## src/sv/gspr_pkg.sv

```systemverilog
// ----------------------------------------------------------------------------
// gspr_pkg
// Shared types and constants of the Gaussian spot patch renderer.
// ----------------------------------------------------------------------------
package gspr_pkg;

   typedef enum logic [1:0] {
      ACT_LOAD_EXP = 2'd0,
      ACT_LOAD_ABS = 2'd1,
      ACT_RENDER   = 2'd2
   } gspr_action_type;

   localparam logic [15:0] GAIN_AMPLITUDE_RESET = 16'd651;
   localparam logic [15:0] GAIN_SPREAD_RESET    = 16'd2048;
   localparam logic [1:0]  DECAY_RADIUS_RESET   = 2'd3;
   localparam logic [9:0]  LAST_COLUMN_RESET    = 10'd255;
   localparam logic [9:0]  LAST_ROW_RESET       = 10'd255;

   typedef struct packed {
      logic [15:0] gain_amplitude;
      logic [15:0] gain_spread;
      logic [1:0]  decay_radius;
      logic [9:0]  last_column;
      logic [9:0]  last_row;
   } gspr_cfg_type;

   typedef struct packed {
      logic        exp_we;
      logic        abs_we;
      logic [9:0]  index;
      logic [23:0] word;
   } gspr_load_type;

   typedef struct packed {
      logic              valid;
      logic [9:0]        px;
      logic [9:0]        py;
      logic signed [9:0] dx;
      logic signed [9:0] dy;
      logic              last;
   } gspr_pix_type;

   typedef struct packed {
      logic [9:0] px;
      logic [9:0] py;
      logic       last;
   } gspr_tag_type;

   typedef struct packed {
      logic        valid;
      logic [9:0]  pixel_x;
      logic [9:0]  pixel_y;
      logic [23:0] pixel_value;
      logic        last_pixel;
   } gspr_rsp_type;

endpackage

```

## src/sv/gspr_csr.sv

```systemverilog
// ----------------------------------------------------------------------------
// gspr_csr
// APB register file holding gains, window radius and image bounds.
// ----------------------------------------------------------------------------
module gspr_csr
   import gspr_pkg::*;
(
   input  logic         clock,
   input  logic         reset,
   input  logic         psel,
   input  logic         penable,
   input  logic         pwrite,
   input  logic [4:0]   paddr,
   input  logic [31:0]  pwdata,
   output logic [31:0]  prdata,
   output logic         pready,
   output gspr_cfg_type cfg
);

   localparam logic [2:0] CSR_GAIN_AMPLITUDE = 3'd0;
   localparam logic [2:0] CSR_GAIN_SPREAD    = 3'd1;
   localparam logic [2:0] CSR_DECAY_RADIUS   = 3'd2;
   localparam logic [2:0] CSR_LAST_COLUMN    = 3'd3;
   localparam logic [2:0] CSR_LAST_ROW       = 3'd4;

   gspr_cfg_type cfg_ff;
   gspr_cfg_type cfg_in;
   logic         write_en;

   assign write_en = psel && penable && pwrite;
   assign pready   = 1'b1;
   assign cfg      = cfg_ff;

   always_comb begin
      cfg_in = cfg_ff;
      if (write_en) begin
         case (paddr[4:2])
            CSR_GAIN_AMPLITUDE: cfg_in.gain_amplitude = pwdata[15:0];
            CSR_GAIN_SPREAD:    cfg_in.gain_spread    = pwdata[15:0];
            CSR_DECAY_RADIUS:   cfg_in.decay_radius   = pwdata[1:0];
            CSR_LAST_COLUMN:    cfg_in.last_column    = pwdata[9:0];
            CSR_LAST_ROW:       cfg_in.last_row       = pwdata[9:0];
            default: ;
         endcase
      end
   end

   always_comb begin
      case (paddr[4:2])
         CSR_GAIN_AMPLITUDE: prdata = {16'b0, cfg_ff.gain_amplitude};
         CSR_GAIN_SPREAD:    prdata = {16'b0, cfg_ff.gain_spread};
         CSR_DECAY_RADIUS:   prdata = {30'b0, cfg_ff.decay_radius};
         CSR_LAST_COLUMN:    prdata = {22'b0, cfg_ff.last_column};
         CSR_LAST_ROW:       prdata = {22'b0, cfg_ff.last_row};
         default:            prdata = 32'b0;
      endcase
   end

   always_ff @(posedge clock) begin
      if (reset) begin
         cfg_ff.gain_amplitude <= GAIN_AMPLITUDE_RESET;
         cfg_ff.gain_spread    <= GAIN_SPREAD_RESET;
         cfg_ff.decay_radius   <= DECAY_RADIUS_RESET;
         cfg_ff.last_column    <= LAST_COLUMN_RESET;
         cfg_ff.last_row       <= LAST_ROW_RESET;
      end else begin
         cfg_ff <= cfg_in;
      end
   end

endmodule

```

## config.mk

```make
export PLATFORM = sky130hd
export DESIGN_NAME = gspr_csr
export DESIGN_NICKNAME = d
export VERILOG_FILES = /design/src/sv/gspr_pkg.sv /design/src/sv/gspr_csr.sv
export SDC_FILE = /design/constraint.sdc
export NUM_CORES = 1
export LEC_CHECK = 0
export ABC_AREA = 1
export BUFFER_PORTS_ARGS = -buffer_cell sky130_fd_sc_hd__buf_2
export CAP_MARGIN = 20
export CORE_MARGIN = 3
export CORE_UTILIZATION = 47
export CTS_CLUSTER_DIAMETER = 200
export CTS_CLUSTER_SIZE = 40
export DETAILED_ROUTE_END_ITERATION = 10
export GPL_ROUTABILITY_DRIVEN = 0
export HOLD_SLACK_MARGIN = 0.08
export PLACE_DENSITY = 0.92
export SKIP_LAST_GASP = 1
export SLEW_MARGIN = 20
export SYNTH_ARGS = -nofsm -noshare
export SYNTH_HDL_FRONTEND = slang
export SYNTH_SLANG_ARGS = --single-unit
```

## constraint.sdc

```tcl
create_clock -name clock -period 1.4 [get_ports clock]
set_input_delay 0.07 -clock clock [delete_from_list [all_inputs] [get_ports clock]]
set_output_delay 0.07 -clock clock [all_outputs]
set_load 0.02 [all_outputs]
```

Word-level counts from Yosys, hierarchy flattened
Index checks and enable logic that the tools add are counted.

word-level totals
  bits in writable memories = 0
  output and inout port bits = 87
  bits in latches = 0
  memories = 0
  memory bits (read-only) = 0
  logic and storage cells = 18
  register bits after elaboration = 54

operators by class
  bitwise logic cells = 0
  $mul = 0
  $lt $le $gt $ge = 0
  add/sub/neg operators = 0
  reduce and logical (&&, ||, !) cells = 8
  divide/modulo/power cells = 0
  shift-type cells = 0
  muxes and demuxes = 1
  eq/ne operators = 4

operators by type and width
  operator            count
  $pmux 16 s5         1
  $reduce_and 2->1    5
  $eq 3x2->1 const B  2
  $eq 3x1->1 const B  1
  $eq 3x3->1 const B  1
  $logic_not 3->1     1
  $logic_and 1x1->1   2

Logic depth before layout (Yosys ltp)
  word-level depth = 3
  gate-level depth with buffers = 9

Worst setup path before layout
No wires, ideal clock.

  path type = input to output
  start = input paddr[2]
  end = output prdata[2]
  slack = 0.336 ns
  cell stages on the path = 9
  arrival = 0.994 ns
  buffers on the path = 2
  cells stage by stage = buf_2 > inv_1 > nand2_1 > nor2_4 > buf_4 > nand2_1 > nand2_1 > inv_1 > nand2_1

on the way
  word-level cells in the longest chain between the ends = 2
  elaborated cells on any way between the ends = 6
  classes of those cells = 4 x eq/ne; 1 x mux; 1 x reduce/logical

ends and longest elaborated chain
  item                                      RTL line        RTL
  from (decl)                               gspr_csr.sv:13  input logic [4:0] paddr,
  $eq 3x3->1, or another cell as far along  gspr_csr.sv:49  case (paddr[4:2])
  $pmux 16 s5 *                             gspr_csr.sv:49
  to (decl)                                 gspr_csr.sv:15  output logic [31:0] prdata,

Every way passes the cells marked *; elsewhere a longest branch is shown, timed or not.

Worst setup path in the final report
  start = input paddr[4]
  end = output prdata[9]

Same word-level chain as after synthesis.

==> out/results.ini <==
[timing]
period_share = 0.905
setup_tns_ps = 0
setup_viol_count_final = 0
min_period_ps = 1270
hold_viol = 0
rsz0062_at_grt = false
drv_slew = 0
skew_ps = 0
max_freq_mhz = 789

[die]
initial_core_util = 0.490
fp.dieW_um = 82.3
io_pins = 129
std_cell_rows = 27
core_um2 = 5570
die-area_um2 = 6770
die_y_um = 82.3

[setup_path]
slowest_stage = inv_1
slowest_delay_ps = 270
worstPathRequired_ps = 1330
cp.arrival_ps = 1200
cp_common_cell = nand2_1
rrSetupSlack_ps = 790
cp_max_fo = 10
path_class = input port to output pin
cp_cell_sequence = buf_2 -> inv_2 -> nand3_1 -> inv_1 -> nand2_1 -> nand2_1 -> inv_1 -> nand2_1 -> buf_2
cpLargestDelayFamily = buffers and inverters
reg2reg_depth = 2
cp_num_buf_inv = 5
regToRegEndpoint = cfg[24]
rr_startpoint = cfg[24]
crit_path_end_kind = output pin
worstSetupStartpointType = input port

[power]
vdd_drop_max_mv = 0.548
powerDensity_nw_per_um2 = 822
leakage_uw = 0.00192

[clock_tree]
postCtsHoldBufs = 10
clk_latency_ps = 300
cts.repair.resized = 0
numCtsBuffers = 5
cts_sinks = 54
clkTransAtPathRegs_ps = 90
cts_root_buf = clkbuf_8
cts_tree = yes
h-tree-depth = 2
clockBufferDepth = 2
post_cts_buffers = 0

[logic_synthesis]
synth_seq_area_share = 0.395
synth_edf_count = 0
synth.distinct_cells = 16
avgSynthCellArea_um2 = 6.26
netlist_top_cells_area = dfxtp_1, nand2_1, nand3_1
syn_area_um2 = 2730
syn_inst = 437
synth-warning-count = 0
synth_ff_type = dfxtp_1
synth.top_cell.area_share = 0.395
yosysMostFrequentCell = nand2_1
synth_top_cell_by_area = dfxtp_1
postSynth.asyncResetShare = 0
synth_seq_cells = 54
synth_commonest_cells = nand2_1, nor2_1, nand3_1

[drt]
drt_iter0_drc = 136
ant_nets = 0
viasPerCell = 4.79
routed_wirelength_um = 7200
vias = 2944
wl_per_cell_um = 11.7
drcViolationCount = 0
drt-pass1-iter-count = 4

[min_path]
hold_path_depth = 5
min_path_type = input port to flip-flop
hold-path-endpoint = cfg[51]
min-delay-start = pwdata[13]

[placement]
placed_cells = 598
port-buffer-count = 93
hpwlAfterDp_um = 5230

[grt]
grt_max_degree = 37
grt_pass1_vias = 2527
grt_pass1_wl_um = 11600
use_met3 = 0.0477
grtUsageTotal = 0.220
met2_usage = 0.394
grtUsageMet1 = 0.269
grt.busiest_layer = met2
grt-ovfl-total = 0
antenna_found_initial = 0

[finish]
nNetsFinal = 585
drive_above_1_share = 0.232
largest_reg_flops = 54
syn_to_final_growth_pct = 27.1
post-route-util = 0.623
n_antenna_cell = 0
final_cells = 615

[job]
cap_violations = 0

[run_status]
status = finished clean

-- per-stage QoR --
step	instance area, um^2	hold WS (ps)	setup WS, ps	total power [uW]
2_1_floorplan	2790	196	336	1910
3_3_place_gp	3290	295	152	2030
3_5_place_dp	3290	301	110	2040
4_1_cts	3470	97.5	130	2880
5_1_grt	3470	130	19.0	2990
6_report	3470	99.1	133	2850
-- worst max-delay path by stage --
stage | to | cells after the start | slack (ps) | from
floorplan | prdata[2] | 9 | 340 | paddr[2]
global placement | cfg[47] | 7 | 150 | paddr[2]
detailed placement | cfg[41] | 7 | 110 | paddr[2]
CTS | prdata[9] | 9 | 130 | paddr[4]
global route | prdata[8] | 9 | 20 | paddr[4]
finish | prdata[9] | 9 | 130 | paddr[4]
-- metal layers --
layer	up-vias	part of all wire
li1	1505	-
met1	1326	0.41
met2	106	0.50
met3	7	0.080
met4	0	0.0074
met5	-	0
-- cell type report --
class                   instances  area, um^2
fillers                       534        2100
multi-input cells             321        1330
flip-flops and latches         54        1080
repair buffers                119         736
inverters                      42         158
well taps                      72        90.1
clock buffers                   6        72.6
clock inverters                 1        7.51
-- worst min-delay path, cell delays in order --
cell and delay, ps:
buf_2 80, inv_1 40, nand3_1 70, nand2_1 50, nor2_1 70
-- power breakdown --
part           switching (uW)  internal [uW]  leakage (uW)  total, uW
Sequential               14.9           1550      0.000437       1570
Combinational             300            153       0.00144        453
Clock                     488            344     0.0000373        832
-- placed cells by master, fill, tap and decap left out, drive strengths merged --
cell and count:
o21ai 1, nand2 169, nor2 72, dfxtp 54
nand4 3, inv 42, nand3 59, buf 109
conb 17, dlygate4sd3 10, clkinvlp 1, clkbuf 6
-- cell families (layout without fill, tap and decap cells) --
| family | Yosys count | count (layout) | synth area share |
|---|---|---|---|
| DFF | 54 | 54 | 0.395 |
| and+or+nand+nor | 303 | 303 | 0.460 |
| other | 2 | 17 | 0.00275 |
| AOI/OAI and AO/OA | 1 | 1 | 0.00183 |
| buffers and inverters | 77 | 168 | 0.140 |
Note: power is estimated with default switching activity, not from simulation.
