## config.mk

```make
export PLATFORM = sky130hd
export DESIGN_NAME = gspr_walk
export DESIGN_NICKNAME = d
export VERILOG_FILES = /design/src/sv/gspr_pkg.sv /design/src/sv/gspr_walk.sv
export SDC_FILE = /design/constraint.sdc
export NUM_CORES = 1
export LEC_CHECK = 0
export BUFFER_PORTS_ARGS = -buffer_cell sky130_fd_sc_hd__buf_2
export CAP_MARGIN = 20
export CORE_UTILIZATION = 42
export DETAILED_ROUTE_END_ITERATION = 10
export GPL_ROUTABILITY_DRIVEN = 0
export PLACE_DENSITY_LB_ADDON = 0.1
export REMOVE_ABC_BUFFERS = 1
export SETUP_SLACK_MARGIN = 0.4
export SLEW_MARGIN = 40
export SYNTH_ARGS = -nofsm -noshare
export SYNTH_HDL_FRONTEND = slang
export SYNTH_SLANG_ARGS = --single-unit
export TNS_END_PERCENT = 5
```

## constraint.sdc

```tcl
create_clock -name clock -period 4 [get_ports clock]
set_input_delay 0.8 -clock clock [delete_from_list [all_inputs] [get_ports clock]]
set_output_delay 0.8 -clock clock [all_outputs]
set_load 0.05 [all_outputs]
```

## src/sv/gspr_pkg.sv

```systemverilog
// ----------------------------------------------------------------------------
// gspr_pkg
// Shared types and constants of the Gaussian spot patch renderer.
// ----------------------------------------------------------------------------
package gspr_pkg;

   typedef enum logic [1:0] {
      ACT_LOAD_EXP = 2'd0,
      ACT_LOAD_ABS = 2'd1,
      ACT_RENDER   = 2'd2
   } gspr_action_type;

   localparam logic [15:0] GAIN_AMPLITUDE_RESET = 16'd651;
   localparam logic [15:0] GAIN_SPREAD_RESET    = 16'd2048;
   localparam logic [1:0]  DECAY_RADIUS_RESET   = 2'd3;
   localparam logic [9:0]  LAST_COLUMN_RESET    = 10'd255;
   localparam logic [9:0]  LAST_ROW_RESET       = 10'd255;

   typedef struct packed {
      logic [15:0] gain_amplitude;
      logic [15:0] gain_spread;
      logic [1:0]  decay_radius;
      logic [9:0]  last_column;
      logic [9:0]  last_row;
   } gspr_cfg_type;

   typedef struct packed {
      logic        exp_we;
      logic        abs_we;
      logic [9:0]  index;
      logic [23:0] word;
   } gspr_load_type;

   typedef struct packed {
      logic              valid;
      logic [9:0]        px;
      logic [9:0]        py;
      logic signed [9:0] dx;
      logic signed [9:0] dy;
      logic              last;
   } gspr_pix_type;

   typedef struct packed {
      logic [9:0] px;
      logic [9:0] py;
      logic       last;
   } gspr_tag_type;

   typedef struct packed {
      logic        valid;
      logic [9:0]  pixel_x;
      logic [9:0]  pixel_y;
      logic [23:0] pixel_value;
      logic        last_pixel;
   } gspr_rsp_type;

endpackage

```

## src/sv/gspr_walk.sv

```systemverilog
// ----------------------------------------------------------------------------
// gspr_walk
// Window sequencer: clips the spot window to the image and steps through it
// column by column, y fastest, one pixel per cycle while advance is high.
// ----------------------------------------------------------------------------
module gspr_walk
   import gspr_pkg::*;
(
   input  logic         clock,
   input  logic         reset,
   input  gspr_cfg_type cfg,
   input  logic         start,
   input  logic [15:0]  spot_x,
   input  logic [15:0]  spot_y,
   input  logic         advance,
   output gspr_pix_type pix,
   output logic         busy
);

   logic        busy_ff, busy_in;
   logic [9:0]  col_ff, col_in;
   logic [9:0]  row_ff, row_in;
   logic [9:0]  col_last_ff, col_last_in;
   logic [9:0]  row_first_ff, row_first_in;
   logic [9:0]  row_last_ff, row_last_in;
   logic [15:0] sx_ff, sx_in;
   logic [15:0] sy_ff, sy_in;

   logic [9:0]  cx, cy, radius;
   logic [9:0]  first_col, first_row, last_col, last_row;
   logic [10:0] far_col, far_row;
   logic        empty;
   logic signed [16:0] x_diff, y_diff;

   always_comb begin
      cx        = spot_x[15:6];
      cy        = spot_y[15:6];
      radius    = 10'(cfg.decay_radius);
      first_col = (cx >= radius) ? cx - radius : 10'd0;
      first_row = (cy >= radius) ? cy - radius : 10'd0;
      far_col   = {1'b0, cx} + 11'(cfg.decay_radius) + 11'd1;
      far_row   = {1'b0, cy} + 11'(cfg.decay_radius) + 11'd1;
      last_col  = (far_col > {1'b0, cfg.last_column}) ? cfg.last_column : far_col[9:0];
      last_row  = (far_row > {1'b0, cfg.last_row}) ? cfg.last_row : far_row[9:0];
      empty     = (cfg.last_column < first_col) || (cfg.last_row < first_row);
   end

   always_comb begin
      busy_in      = busy_ff;
      col_in       = col_ff;
      row_in       = row_ff;
      col_last_in  = col_last_ff;
      row_first_in = row_first_ff;
      row_last_in  = row_last_ff;
      sx_in        = sx_ff;
      sy_in        = sy_ff;
      if (start) begin
         busy_in      = !empty;
         col_in       = first_col;
         row_in       = first_row;
         col_last_in  = last_col;
         row_first_in = first_row;
         row_last_in  = last_row;
         sx_in        = spot_x;
         sy_in        = spot_y;
      end else if (busy_ff && advance) begin
         if (row_ff == row_last_ff) begin
            row_in = row_first_ff;
            if (col_ff == col_last_ff) begin
               busy_in = 1'b0;
            end else begin
               col_in = col_ff + 10'd1;
            end
         end else begin
            row_in = row_ff + 10'd1;
         end
      end
   end

   // window offsets stay within a few pixels, so ten signed bits hold them
   assign x_diff = $signed({1'b0, col_ff, 6'b0}) - $signed({1'b0, sx_ff});
   assign y_diff = $signed({1'b0, row_ff, 6'b0}) - $signed({1'b0, sy_ff});

   always_comb begin
      pix.valid = busy_ff;
      pix.px    = col_ff;
      pix.py    = row_ff;
      pix.dx    = x_diff[9:0];
      pix.dy    = y_diff[9:0];
      pix.last  = (col_ff == col_last_ff) && (row_ff == row_last_ff);
   end

   assign busy = busy_ff;

   always_ff @(posedge clock) begin
      if (reset) begin
         busy_ff <= 1'b0;
      end else begin
         busy_ff <= busy_in;
      end
   end

   always_ff @(posedge clock) begin
      col_ff       <= col_in;
      row_ff       <= row_in;
      col_last_ff  <= col_last_in;
      row_first_ff <= row_first_in;
      row_last_ff  <= row_last_in;
      sx_ff        <= sx_in;
      sy_ff        <= sy_in;
   end

endmodule

```

=== Yosys cells after proc, flatten, opt, wreduce, memory -nomap -nowiden ===
Index checks and enable logic that the tools add are counted.

* Flip-flop bits (word level): 71
* Input port bits: 90
* Output and inout port bits: 43
* Logic and storage cells: 51

* Add/sub/neg operators: 10
* Order comparisons: 6
* Equality and inequality tests: 3
* Mux-type cells: 15
* Reductions and logical operators: 9

{| class="wikitable"
|+ Operators with widths
! kind !! number
|-
| $mux 10 || 11
|-
| $add 10x2->11 || 2
|-
| $add 11x1->11 const B || 2
|-
| $gt 11x10->1 || 2
|-
| $add 10x1->10 const B || 2
|-
| $eq 10x10->1 || 2
|-
| $ge 10x2->1 || 2
|-
| $lt 10x10->1 || 2
|-
| $sub 10x10->10 || 2
|-
| $sub 10x2->10 || 2
|-
| $reduce_and 3->1 || 2
|-
| $reduce_bool 2->1 || 3
|-
| $mux 1 || 4
|-
| $logic_and 1x1->1 || 2
|-
| $ne 2x2->1 const B || 1
|-
| $logic_not 1->1 || 1
|-
| $logic_or 1x1->1 || 1
|}

=== Logic depth before layout (Yosys ltp) ===
* Depth in word-level cells: 6
* Gate-level depth with buffers: 15
* Depth with buffers taken out: 14

=== Least setup slack after synthesis ===
No wires, ideal clock.

* Path kind: input port to flip-flop
* From: input cfg[20] in the netlist's numbering
* To: register col_last_ff[0], data pin
* Library setup time: 260 ps
* Arrival: 3,628 ps
* Required time: 3,740 ps
* Setup slack: 112 ps
* Cell stages on the path: 14
* Path buffers: 1
* Path through: inv_1 ha_1 fa_1 nor2_1 and3_1 xor2_1 ha_1 a22o_1 nor4_1 o21ai_0 o21ai_2 and2_1 buf_2 mux2_2

* Word-level cells in the longest chain between the ends: 4

{| class="wikitable"
|+ RTL lines
! element !! RTL line !! RTL
|-
| start: declaration || gspr_walk.sv:11 || <nowiki>input gspr_cfg_type cfg,</nowiki>
|-
| $add 10x2->11 (*) || gspr_walk.sv:41 || <nowiki>far_col = {1'b0, cx} + 11'(cfg.decay_radius) + 11'd1;</nowiki>
|-
| $add 11x1->11 (*) || gspr_walk.sv:41 ||
|-
| $gt 11x10->1 || gspr_walk.sv:43 || <nowiki>last_col = (far_col > {1'b0, cfg.last_column}) ? cfg.last_column : far_col[9:0];</nowiki>
|-
| $mux 10 (*) || gspr_walk.sv:43 ||
|-
| named net last_col[0] || gspr_walk.sv:30 || <nowiki>logic [9:0] first_col, first_row, last_col, last_row;</nowiki>
|-
| end signal: assignment || gspr_walk.sv:106 || <nowiki>col_last_ff <= col_last_in;</nowiki>
|-
| end: declaration || gspr_walk.sv:23 || <nowiki>logic [9:0] col_last_ff, col_last_in;</nowiki>
|}

The timed path passes the listed nets; every way through them passes the cells marked *.
A chain may end at the register's enable or synchronous reset.

=== Final worst setup path ===
* From: input cfg[21] in the netlist's numbering
* To: register row_last_ff[2], data pin

* Word-level cells in the longest chain between the ends: 4

{| class="wikitable"
|+ RTL lines
! element !! RTL line !! RTL
|-
| $add 10x2->11 (*) || gspr_walk.sv:42 || <nowiki>far_row = {1'b0, cy} + 11'(cfg.decay_radius) + 11'd1;</nowiki>
|-
| $add 11x1->11 (*) || gspr_walk.sv:42 ||
|-
| $gt 11x10->1 || gspr_walk.sv:44 || <nowiki>last_row = (far_row > {1'b0, cfg.last_row}) ? cfg.last_row : far_row[9:0];</nowiki>
|-
| $mux 10 (*) || gspr_walk.sv:44 ||
|-
| named net last_row[2] || gspr_walk.sv:30 ||
|-
| end signal: assignment || gspr_walk.sv:108 || <nowiki>row_last_ff <= row_last_in;</nowiki>
|-
| end: declaration || gspr_walk.sv:25 || <nowiki>logic [9:0] row_last_ff, row_last_in;</nowiki>
|}

Marks and branches as above.

==> results_dict.tcl <==
set metrics [dict create \
    synthCells 564 \
    place_ws_ns -0.0641 \
    cts_max_level 3 \
    layout_min_cycle_time_ns 3.58 \
    core_um2 12800 \
    cp_cell_sequence "buf_8 > clkinvlp_4 > fa_2 > nor2_4 > and3_4 > nand3_4 > xnor2_2 > ha_1 > a21o_1 > a21oi_2 > nor2_1 > a31oi_1 > o31a_1 > clkbuf_16 > mux2_4" \
    p_leak_nw 3.03 \
    setup_slack_ns 0.417 \
    grt_pass1_wl_mm 21.4 \
    viasPerCell 5.18 \
    synth_edf_count 70 \
    vdd_drop_max_mv 0.168 \
    hold_viol_final 0 \
    cp.required_ns 4.08 \
    crit_path_start "cfg[21]" \
    max_freq_mhz 279 \
    synth_top_family_by_area "simple AND/OR/NAND/NOR gates" \
    die_h_um 117 \
    cts_sinks 71 \
    cts_tree "built" \
    path_max_fanout 5 \
    io_buffers 100 \
    rr_worst_depth 7 \
    yosys.area_share.simple_pct 14.9 \
    clkTransAtPathRegs_ns 0.06 \
    grt_pass1_vias 4172 \
    crit_path_top_delay_cell "fa_2" \
    synth_xor_area_share_pct 12.7 \
    yosysWarnings 0 \
    synth_cell_types 53 \
    r2r-start "row_ff[2]" \
    rsz0062_at_grt "yes" \
    n_antenna_cell 0 \
    maxSlewViolCount 0 \
    synth_adder_area_share_pct 14.0 \
    synth-seq-cells 71 \
    grt_max_degree 55 \
    drive_gt1_share_pct 28.9 \
    hold_class "register to register" \
    wl_mm 13.9 \
    first_iter_violations 222 \
    ioPinCount 133 \
    worstMarginPinSlew_ns 0.703 \
    layout-area-overhead-vs-synth_pct 23.9 \
    synthArstFlopShare_pct 0 \
    die_w_um 117 \
    grt_util_all_layers_pct 20.9 \
    ys_top_cells_by_area "edfxtp_1 38%, ha_1 13%, xnor2_1 6.4%" \
    crit_type "input pin to register" \
    min_from "row_first_ff[9]" \
    layout_common_cells "96 x buf_2, 70 x edfxtp_1, 52 x ha_1, 51 x inv_1, 40 x nand2_1" \
    cp.buffers_inverters 3 \
    yosysTopAreaCell "edfxtp_1" \
    worstSetupStartpointType "input pin" \
    maxCapViolCount 0 \
    synth.area.mux_share_pct 4.38 \
    ant_nets 0 \
    clockBufferDepth 2 \
    relSlewSlack_pct 53.1 \
    synth_compound_area_share_pct 10.2 \
    regArea_um2 2120 \
    yosys.area.top_type_share_pct 37.7 \
    cts_hold_buf 0 \
    outcome "completed" \
    power_density_nw_per_um2 384 \
    crit_arrival_ns 3.66 \
    drt-pass1-iter-count 5 \
    final_core_util_pct 54.1 \
    netlist_area_um2 5570 \
    max_stage_delay_ns 0.47 \
    finalCritPeriodShare_pct 89.6 \
    antenna_found_initial 0 \
    die_area_um2 13700 \
    hold_depth 2 \
    layout_commonest_cell "buf_2" \
    insertion_delay_ns 0.33 \
    initial_core_util_pct 43.6 \
    dp_hpwl_mm 10.9 \
    crit_family "adder cells" \
    drcViolationCount 0 \
    drt-wirelength-per-cell_um 16.3 \
    fillers 1181 \
    synthFlopType "edfxtp_1" \
    grt_overflow_total 0 \
    synth_seq_area_share_pct 38.1 \
    setup_viol 0 \
    cts_made_buffers 9 \
    fin_tns_setup_ns 0 \
    root_buffer "clkbuf_16" \
    skew_ns 0.00710 \
    nets 829 \
    end_kind "register" \
    vias 4430 \
    cp_num_cells 15 \
    avgSynthCellArea_um2 9.88 \
    worst_hold_slack_ns 0.611 \
    multi_input_area_um2 3320 \
    fp-row-count 41 \
]
-- power breakdown --
| group | switching, mW | internal [mW] |
|---|---|---|
| combinational | 0.556 | 0.326 |
| sequential | 0.0677 | 0.918 |
| clock | 0.305 | 0.480 |
| total | 0.929 | 1.72 |
-- cells in the mapped netlist (3+ instances only) --
cell type,instances
and3_1,4
nand4_1,10
nor3_1,11
nand3_1,25
buf_4,4
clkbuf_1,12
mux2i_1,9
nor2_1,38
xor2_1,40
edfxtp_1,70
nand3b_1,3
nor4_2,3
a21oi_1,28
nor2b_1,3
and4_1,3
o21bai_1,3
fa_1,4
mux2_2,11
buf_2,5
nand2b_1,8
o21ai_0,29
a31oi_1,3
xnor2_1,41
o211ai_1,5
ha_1,56
nand2_1,40
a21o_1,4
inv_1,54
nor4_1,8
o21a_1,3
-- worst min-delay path: cells and delay by family, from the launching register on --
family / cells / cell delay, ns
DFF: 1 / 0.32
muxes: 2 / 0.17
-- state kept, by name, indices dropped and copies added (netlist names) --
signal	count
row_last_ff	10
sy_ff	10
col_ff	10
row_ff	10
busy	1
col_last_ff	10
sx_ff	10
row_first_ff	10
-- repair_timing --
item / CTS / global route
gates cloned: 0 / 1
resized for setup: 10 / 34
setup buffers: 0 / 6
pin swaps: 0 / 8
endpoints found under the setup margin: 17 / 21
-- logic make-up (layout without fill, tap and decap cells) --
logic type               after synthesis  after routing
AO/OA/AOI/OAI                         90             90
XOR/XNOR                              81             81
adder cells (fa/ha/maj)               60             60
buffers and inverters                 77            197
flip-flops                            71             71
multiplexers                          22             22
AND/OR/NAND/NOR                      163            163
-- metal layers --
| layer | wire length, um | track usage (%) |
|---|---|---|
| met5 | 0 | 0 |
| met1 | 6910 | 30.3 |
| met4 | 257 | 6.84 |
| met3 | 661 | 3.50 |
| met2 | 6120 | 31.5 |
-- path summary, 6_finish.rpt --
| check | end | slack [ns] |
|---|---|---|
| worst max-delay path | row_last_ff[2] | 0.42 |
| worst min-delay path | row_ff[9] | 0.61 |
| worst max register to register | row_ff[1] | 1.86 |
| worst min register to register | row_ff[9] | 0.61 |
-- through the flow --
stage | total power [mW] | instance area (um^2) | std cells
2_1_floorplan | 1.57 | 5460 | 541
3_3_place_gp | 1.82 | 6340 | 833
3_5_place_dp | 1.84 | 6340 | 833
4_1_cts | 2.64 | 6680 | 849
5_1_grt | 2.79 | 6910 | 856
6_report | 2.65 | 6910 | 856
-- layout make-up --
cell class | instances | share of cell area [%]
multi-input combinational | 416 | 48.1
sequential | 71 | 30.7
timing repair buffer | 127 | 10.9
clock buffer | 10 | 3.32
tap | 172 | 3.12
inverter | 54 | 2.99
clock inverter | 6 | 0.888
Power figures use the tool's default switching activity.
