<file path="src/sv/gspr_pkg.sv">
// ----------------------------------------------------------------------------
// gspr_pkg
// Shared types and constants of the Gaussian spot patch renderer.
// ----------------------------------------------------------------------------
package gspr_pkg;

   typedef enum logic [1:0] {
      ACT_LOAD_EXP = 2'd0,
      ACT_LOAD_ABS = 2'd1,
      ACT_RENDER   = 2'd2
   } gspr_action_type;

   localparam logic [15:0] GAIN_AMPLITUDE_RESET = 16'd651;
   localparam logic [15:0] GAIN_SPREAD_RESET    = 16'd2048;
   localparam logic [1:0]  DECAY_RADIUS_RESET   = 2'd3;
   localparam logic [9:0]  LAST_COLUMN_RESET    = 10'd255;
   localparam logic [9:0]  LAST_ROW_RESET       = 10'd255;

   typedef struct packed {
      logic [15:0] gain_amplitude;
      logic [15:0] gain_spread;
      logic [1:0]  decay_radius;
      logic [9:0]  last_column;
      logic [9:0]  last_row;
   } gspr_cfg_type;

   typedef struct packed {
      logic        exp_we;
      logic        abs_we;
      logic [9:0]  index;
      logic [23:0] word;
   } gspr_load_type;

   typedef struct packed {
      logic              valid;
      logic [9:0]        px;
      logic [9:0]        py;
      logic signed [9:0] dx;
      logic signed [9:0] dy;
      logic              last;
   } gspr_pix_type;

   typedef struct packed {
      logic [9:0] px;
      logic [9:0] py;
      logic       last;
   } gspr_tag_type;

   typedef struct packed {
      logic        valid;
      logic [9:0]  pixel_x;
      logic [9:0]  pixel_y;
      logic [23:0] pixel_value;
      logic        last_pixel;
   } gspr_rsp_type;

endpackage

</file>
<file path="src/sv/gspr_weight.sv">
// ----------------------------------------------------------------------------
// gspr_weight
// Pixel weight pipeline: squared distance, exponent scaling, table lookup,
// first-order correction, amplitude, rounding and the output register.
// ----------------------------------------------------------------------------
module gspr_weight
   import gspr_pkg::*;
#(
   parameter int TABLE_DEPTH    = 1024,
   parameter int STEPS_PER_UNIT = 64
) (
   input  logic                           clock,
   input  logic                           reset,
   input  gspr_cfg_type                   cfg,
   input  gspr_pix_type                   pix,
   output logic                           advance,
   output logic                           reads_pending,
   output logic [$clog2(TABLE_DEPTH)-1:0] rd_addr,
   input  logic [15:0]                    rd_exp,
   input  logic [23:0]                    rd_abscissa,
   output gspr_rsp_type                   rsp,
   input  logic                           rsp_ready
);

   localparam int AW = $clog2(TABLE_DEPTH);
   localparam int SW = 34 + $clog2(STEPS_PER_UNIT + 1);
   localparam int IW = SW - 24;
   localparam logic [IW-1:0] INDEX_MAX  = IW'(TABLE_DEPTH - 1);
   localparam logic [56:0]   ROUND_HALF = 57'(1) << 27;

   logic              v1_ff, v2_ff, v3_ff, v4_ff, v5_ff, v6_ff, v7_ff;
   gspr_tag_type      tag1_ff, tag2_ff, tag3_ff, tag4_ff, tag5_ff, tag6_ff, tag7_ff;
   logic signed [9:0] dx1_ff, dy1_ff;
   logic [17:0]       rr2_ff, rr2_in;
   logic [33:0]       prod3_ff, prod3_in;
   logic              oob4_ff, oob4_in, oob5_ff, oob6_ff, oob7_ff;
   logic [AW-1:0]     addr4_ff, addr4_in;
   logic [25:0]       d16_4_ff, d16_5_ff;
   logic [31:0]       ae6_ff, ae6_in;
   logic [23:0]       f6_ff, f6_in;
   logic [55:0]       prod7_ff, prod7_in;
   gspr_rsp_type      rsp_ff, rsp_in;

   logic signed [19:0] sqx, sqy;
   logic [SW-1:0]      scaled;
   logic [IW-1:0]      step_index;
   logic signed [27:0] factor;
   logic [56:0]        rounded;
   logic [28:0]        quotient;

   assign advance       = !rsp_ff.valid || rsp_ready;
   assign reads_pending = v1_ff || v2_ff || v3_ff || v4_ff;
   assign rd_addr       = addr4_ff;
   assign rsp           = rsp_ff;

   always_comb begin
      sqx    = dx1_ff * dx1_ff;
      sqy    = dy1_ff * dy1_ff;
      rr2_in = 18'(sqx) + 18'(sqy);
   end

   assign prod3_in = {18'b0, cfg.gain_spread} * {16'b0, rr2_ff};

   always_comb begin
      scaled     = SW'(prod3_ff) * SW'(STEPS_PER_UNIT);
      step_index = scaled[SW-1:24];
      oob4_in    = step_index > INDEX_MAX;
      addr4_in   = AW'(step_index);
   end

   always_comb begin
      factor = 28'sd65536 - $signed({2'b0, d16_5_ff})
               - $signed({{4{rd_abscissa[23]}}, rd_abscissa});
      f6_in  = factor[27] ? 24'd0 : factor[23:0];
      ae6_in = {16'b0, cfg.gain_amplitude} * {16'b0, rd_exp};
   end

   assign prod7_in = {24'b0, ae6_ff} * {32'b0, f6_ff};

   always_comb begin
      rounded            = {1'b0, prod7_ff} + ROUND_HALF;
      quotient           = rounded[56:28];
      rsp_in.valid       = v7_ff;
      rsp_in.pixel_x     = tag7_ff.px;
      rsp_in.pixel_y     = tag7_ff.py;
      rsp_in.last_pixel  = tag7_ff.last;
      if (oob7_ff) begin
         rsp_in.pixel_value = 24'd0;
      end else if (|quotient[28:24]) begin
         rsp_in.pixel_value = 24'hFFFFFF;
      end else begin
         rsp_in.pixel_value = quotient[23:0];
      end
   end

   always_ff @(posedge clock) begin
      if (reset) begin
         v1_ff        <= 1'b0;
         v2_ff        <= 1'b0;
         v3_ff        <= 1'b0;
         v4_ff        <= 1'b0;
         v5_ff        <= 1'b0;
         v6_ff        <= 1'b0;
         v7_ff        <= 1'b0;
         rsp_ff.valid <= 1'b0;
      end else if (advance) begin
         v1_ff        <= pix.valid;
         v2_ff        <= v1_ff;
         v3_ff        <= v2_ff;
         v4_ff        <= v3_ff;
         v5_ff        <= v4_ff;
         v6_ff        <= v5_ff;
         v7_ff        <= v6_ff;
         rsp_ff.valid <= rsp_in.valid;
      end
   end

   always_ff @(posedge clock) begin
      if (advance) begin
         tag1_ff  <= '{px: pix.px, py: pix.py, last: pix.last};
         dx1_ff   <= pix.dx;
         dy1_ff   <= pix.dy;
         tag2_ff  <= tag1_ff;
         rr2_ff   <= rr2_in;
         tag3_ff  <= tag2_ff;
         prod3_ff <= prod3_in;
         tag4_ff  <= tag3_ff;
         oob4_ff  <= oob4_in;
         addr4_ff <= addr4_in;
         d16_4_ff <= prod3_ff[33:8];
         tag5_ff  <= tag4_ff;
         oob5_ff  <= oob4_ff;
         d16_5_ff <= d16_4_ff;
         tag6_ff  <= tag5_ff;
         oob6_ff  <= oob5_ff;
         ae6_ff   <= ae6_in;
         f6_ff    <= f6_in;
         tag7_ff  <= tag6_ff;
         oob7_ff  <= oob6_ff;
         prod7_ff <= prod7_in;
         rsp_ff.pixel_x     <= rsp_in.pixel_x;
         rsp_ff.pixel_y     <= rsp_in.pixel_y;
         rsp_ff.pixel_value <= rsp_in.pixel_value;
         rsp_ff.last_pixel  <= rsp_in.last_pixel;
      end
   end

endmodule

</file>
<file path="config.mk">
export PLATFORM = sky130hd
export DESIGN_NAME = gspr_weight
export DESIGN_NICKNAME = d
export VERILOG_FILES = /design/src/sv/gspr_pkg.sv /design/src/sv/gspr_weight.sv
export SDC_FILE = /design/constraint.sdc
export NUM_CORES = 2
export LEC_CHECK = 0
export BUFFER_PORTS_ARGS = -buffer_cell sky130_fd_sc_hd__buf_2
export CAP_MARGIN = 20
export CELL_PAD_IN_SITES_DETAIL_PLACEMENT = 0
export CELL_PAD_IN_SITES_GLOBAL_PLACEMENT = 2
export CORE_MARGIN = 2
export CORE_UTILIZATION = 47
export CTS_CLUSTER_SIZE = 14
export DETAILED_ROUTE_END_ITERATION = 10
export PLACE_DENSITY_LB_ADDON = 0.1
export SLEW_MARGIN = 10
export SYNTH_ARGS = -nofsm -noshare
export SYNTH_HDL_FRONTEND = slang
export SYNTH_SLANG_ARGS = --single-unit
</file>
<file path="constraint.sdc">
create_clock -name clock -period 19.8 [get_ports clock]
set_input_delay 1.98 -clock clock [delete_from_list [all_inputs] [get_ports clock]]
set_output_delay 1.98 -clock clock [all_outputs]
set_load 0.05 [all_outputs]
</file>
* Word level (Yosys, flattened, before mapping)
Index checks and enable logic that the tools add are counted.
Word-level totals: bits in registers 450, word-level logic and storage cells 64, bits of input ports 139, output and inout port bits 58
Cells by class: order comparisons 1, multiply operators 5, reduce and logical (&&, ||, !) cells 6, muxes and demuxes 1, add/subtract/negate cells 4
Operators by type and width (number):
- adder 56 x 28 -> 57 bit, second input constant | 1
- multiplier 32 x 24 -> 56 bit | 1
- multiplier 10 x 10 -> 18 bit | 2
- multiplier 16 x 18 -> 34 bit | 1
- multiplier 16 x 16 -> 32 bit | 1
- subtractor 27 x 24 -> 28 bit | 1
- subtractor 17 x 26 -> 27 bit, first input constant | 1
- two-way mux 24 bit | 1
- adder 18 bit | 1
- > comparator 16 x 10 -> 1 bit, second input constant | 1
- OR reduction 5 bit | 1
- logical OR 1 bit | 4
- zero test 1 bit | 1

* Logic depth before layout (Yosys ltp)
depth after elaboration 3, gate-level depth with buffers 26, depth with buffers taken out 25

* Least setup slack after synthesis
Ideal clock, no wire load.
kind input to register, start input rsp_ready, end register ae6_ff[0], enable pin, arrival 9931 ps, cell stages on the path 3, slack 6508 ps, path buffers 1, required time 16439 ps, cell sequence nor2b_1 -> clkbuf_1 -> clkinv_1
Between the ends: word-level cells in the longest chain between the ends 1
RTL lines:
- start: declaration | RTL line gspr_weight.sv:22 | input logic rsp_ready
- logical OR 1 bit | RTL line gspr_weight.sv:51 | assign advance = !rsp_ff.valid || rsp_ready;
- net advance | RTL line gspr_weight.sv:16 | output logic advance,
- end signal: assignment | RTL line gspr_weight.sv:136 | ae6_ff <= ae6_in;
- end: declaration | RTL line gspr_weight.sv:39 | logic [31:0] ae6_ff, ae6_in;
The timed path passes the listed nets, and every way through them passes these cells. A chain may end at the register's enable or synchronous reset.

* Worst setup path in the final report
start register ae6_ff[10], end register prod7_ff[54] (data pin)
Between the ends: word-level cells in the longest chain between the ends 1
RTL lines:
- multiplier 32 x 24 -> 56 bit | RTL line gspr_weight.sv:78 | assign prod7_in = {24'b0, ae6_ff} * {32'b0, f6_ff};
- net prod7_in[54] | RTL line gspr_weight.sv:41 | logic [55:0] prod7_ff, prod7_in;
- end signal: assignment | RTL line gspr_weight.sv:140 | prod7_ff <= prod7_in;
- end: declaration | RTL line gspr_weight.sv:41
The timed path passes the listed nets, and every way through them passes these cells.

==> impl_metrics.tcl <==
set metrics [dict create \
    port-buffer-count 174 \
    synth.cell_area_um2 61500 \
    htree_levels 2 \
    wl_per_cell_um 18.4 \
    clockBufferDepth 3 \
    rsz0062_at_grt "false" \
    grt_max_degree 79 \
    cp.arrival_ps 8500 \
    hp-class "flop to flop" \
    drv_cap 0 \
    tns_ps 0 \
    hold_start "tag1_ff[19]" \
    cp-end-kind "flop" \
    final_area_um2 65600 \
    synth-async-reset-ratio_pct 0 \
    cts-hold-fix-buffers 0 \
    cts.sinks 405 \
    die_w_um 366 \
    die-area_um2 134000 \
    drv_slew 0 \
    multi_input_area_um2 43200 \
    grt_pass1_vias 42197 \
    slew_headroom_pct 26.4 \
    cp-startpoint "ae6_ff[10]" \
    dpl_cell_area_um2 64100 \
    pre_cts_ws_ps 11090 \
    core_area_um2 130000 \
    worst_pin_slew_ps 1100 \
    min_period_ps 8130 \
    ys_ff_latch 405 \
    yosys.area.top_type "fa_1" \
    firstDrtPassIters 5 \
    finalClockSkew_ps 28.9 \
    pin_count 197 \
    cts_setup_buffers 0 \
    criticalPathCategory "flop to flop" \
    cp.required_ps 20170 \
    root_buffer "clkbuf_16" \
    clock.fmax_ghz 0.123 \
    routed_via_density 5.01 \
    syn-num-nets 7907 \
    yosys-top-cells-area "fa_1 41%, edfxtp_1 19%, ha_1 9.8%" \
    finalHoldViolations 0 \
    grt_antenna_before_repair 9 \
    synth_top_area_share_pct 40.5 \
    row_count 132 \
    ff_latch_area_um2 12100 \
    ant_nets 0 \
    gr-total-overflow 0 \
    hpwl_mm 109 \
    ys_seq_area_share_pct 19.6 \
    cts_inserted_buffers 47 \
    clk_latency_ps 620 \
    grt_pass1_wl_mm 235 \
    timing.final.crit_share_pct 41.1 \
    detail_route.iter0.violations 1675 \
    drive_gt1_share_pct 5.49 \
    synth_edf_count 397 \
    synthDistinctLibCells 74 \
    syn-mean-instance-area_um2 10.2 \
    fin_ws_ps 11670 \
    synth_cells 6041 \
    routed_wirelength_mm 145 \
    gp_congestion 0.840 \
    synth_warnings 0 \
    status "finished, final reports clean" \
    r2r_start "ae6_ff[10]" \
    floorplan.initialDensity_pct 47.5 \
    final-setup-viol-count 0 \
    ctsResizeCount 0 \
    vias 39361 \
    critPathMaxFanout 24 \
    final_nets 7948 \
    cts.reportedPaths.clkPinSlew_ps 60 \
    synth-main-ff-cell "edfxtp_1" \
    fp.dieH_um 366 \
    area_growth_pct 6.67 \
    critPathLaunchType "flop" \
    utilization_pct 50.6 \
    track_usage_pct 22.3 \
    cts_tree "built" \
    fillerInstances 12137 \
    drc 0 \
]
## state kept, by name, indices dropped and copies added (netlist names), 10 cells and up
signal and count:
d16_5_ff 26, tag1_ff 21, tag2_ff 21, dy1_ff 10, rsp 46, dx1_ff 10
d16_4_ff 17, rr2_ff 18, prod3_ff 26, tag6_ff 21, f6_ff 24, tag5_ff 21
prod7_ff 29, rsp_in 21, tag4_ff 21, tag3_ff 21, ae6_ff 32
## Yosys cell counts (45+ instances only)
| cell | n |
|---|---|
| ha_1 | 482 |
| a21oi_1 | 104 |
| edfxtp_1 | 397 |
| a21o_1 | 45 |
| xnor2_1 | 122 |
| xor2_1 | 58 |
| clkbuf_1 | 228 |
| fa_1 | 1245 |
| nor2_1 | 119 |
| nand2_1 | 871 |
| and2_1 | 614 |
| inv_1 | 1401 |
## critical path: stages, from the launching register on
cell and delay [ps]:
edfxtp_1 1080, nand2_1 180, fa_1 550, fa_1 560
inv_1 60, fa_1 510, inv_1 60, fa_1 530
inv_1 50, fa_1 490, fa_1 440, fa_1 420
ha_1 360, a211oi_1 300, o21ai_1 160, o2111ai_1 600
nand4bb_1 230, a2bb2oi_2 330, o31ai_4 150, a31oi_1 400
o21a_1 210, o21bai_1 80, xor2_1 140
## path summary, 6_finish.rpt
kind	endpoint	slack (ps)	depth (start not counted)
min	tag2_ff[19]	390	0
min reg2reg	tag2_ff[19]	390	0
max	prod7_ff[54]	11670	22
max reg2reg	prod7_ff[54]	11670	22
## cell usage in the layout, fill, tap and decap left out, types with 58 or more instances in the layout
cell / synthesis / final
ha_1: 482 / 482
buf_4: 10 / 61
fa_1: 1245 / 1245
edfxtp_1: 397 / 397
xnor2_1: 122 / 122
buf_2: 0 / 174
nand2_1: 871 / 871
a21oi_1: 104 / 104
inv_1: 1401 / 1401
xor2_1: 58 / 58
nor2_1: 119 / 119
and2_1: 614 / 614
## cells by family (layout without fill, tap and decap cells)
logic type | count (synthesis) | count (layout) | synth area share, %
and+or+nand+nor | 1780 | 1780 | 14.1
xor gates and xnor gates | 180 | 180 | 2.56
DFF | 405 | 405 | 19.6
other | 0 | 1 | 0
adders and majority gates | 1727 | 1727 | 50.3
AOI/OAI and AO/OA | 301 | 301 | 3.26
buffers and inverters | 1645 | 1722 | 10.1
muxes | 3 | 3 | 0.0529
## layout make-up
type	count	area share, %
inverters	1402	8.03
repair buffers	235	2.02
well taps	1742	3.32
multi-input cells	3991	65.9
clock inverters	35	0.555
diodes	1	0.00381
clock buffers	50	1.81
flip-flops and latches	405	18.4
## metal layers
metal  part of all wire, %  vias to the layer above  GRT usage [%]
li1                      -                    18119              -
met1                    46                    20462           31.4
met2                    49                      613           38.1
met3                   3.3                      159           1.94
met4                   1.8                        8           4.08
met5                 0.032                        -              0
## per-stage QoR
stage               hold slack, ps  instances
finish                         394       7861
global route                   405       7860
CTS                            395       7860
detailed placement             405       7775
global placement               400       7775
floorplan                      400       6041
Power is left out: the tool's default activity adds up to more than one toggle a clock period on the data nets, which glitch-free logic cannot reach.
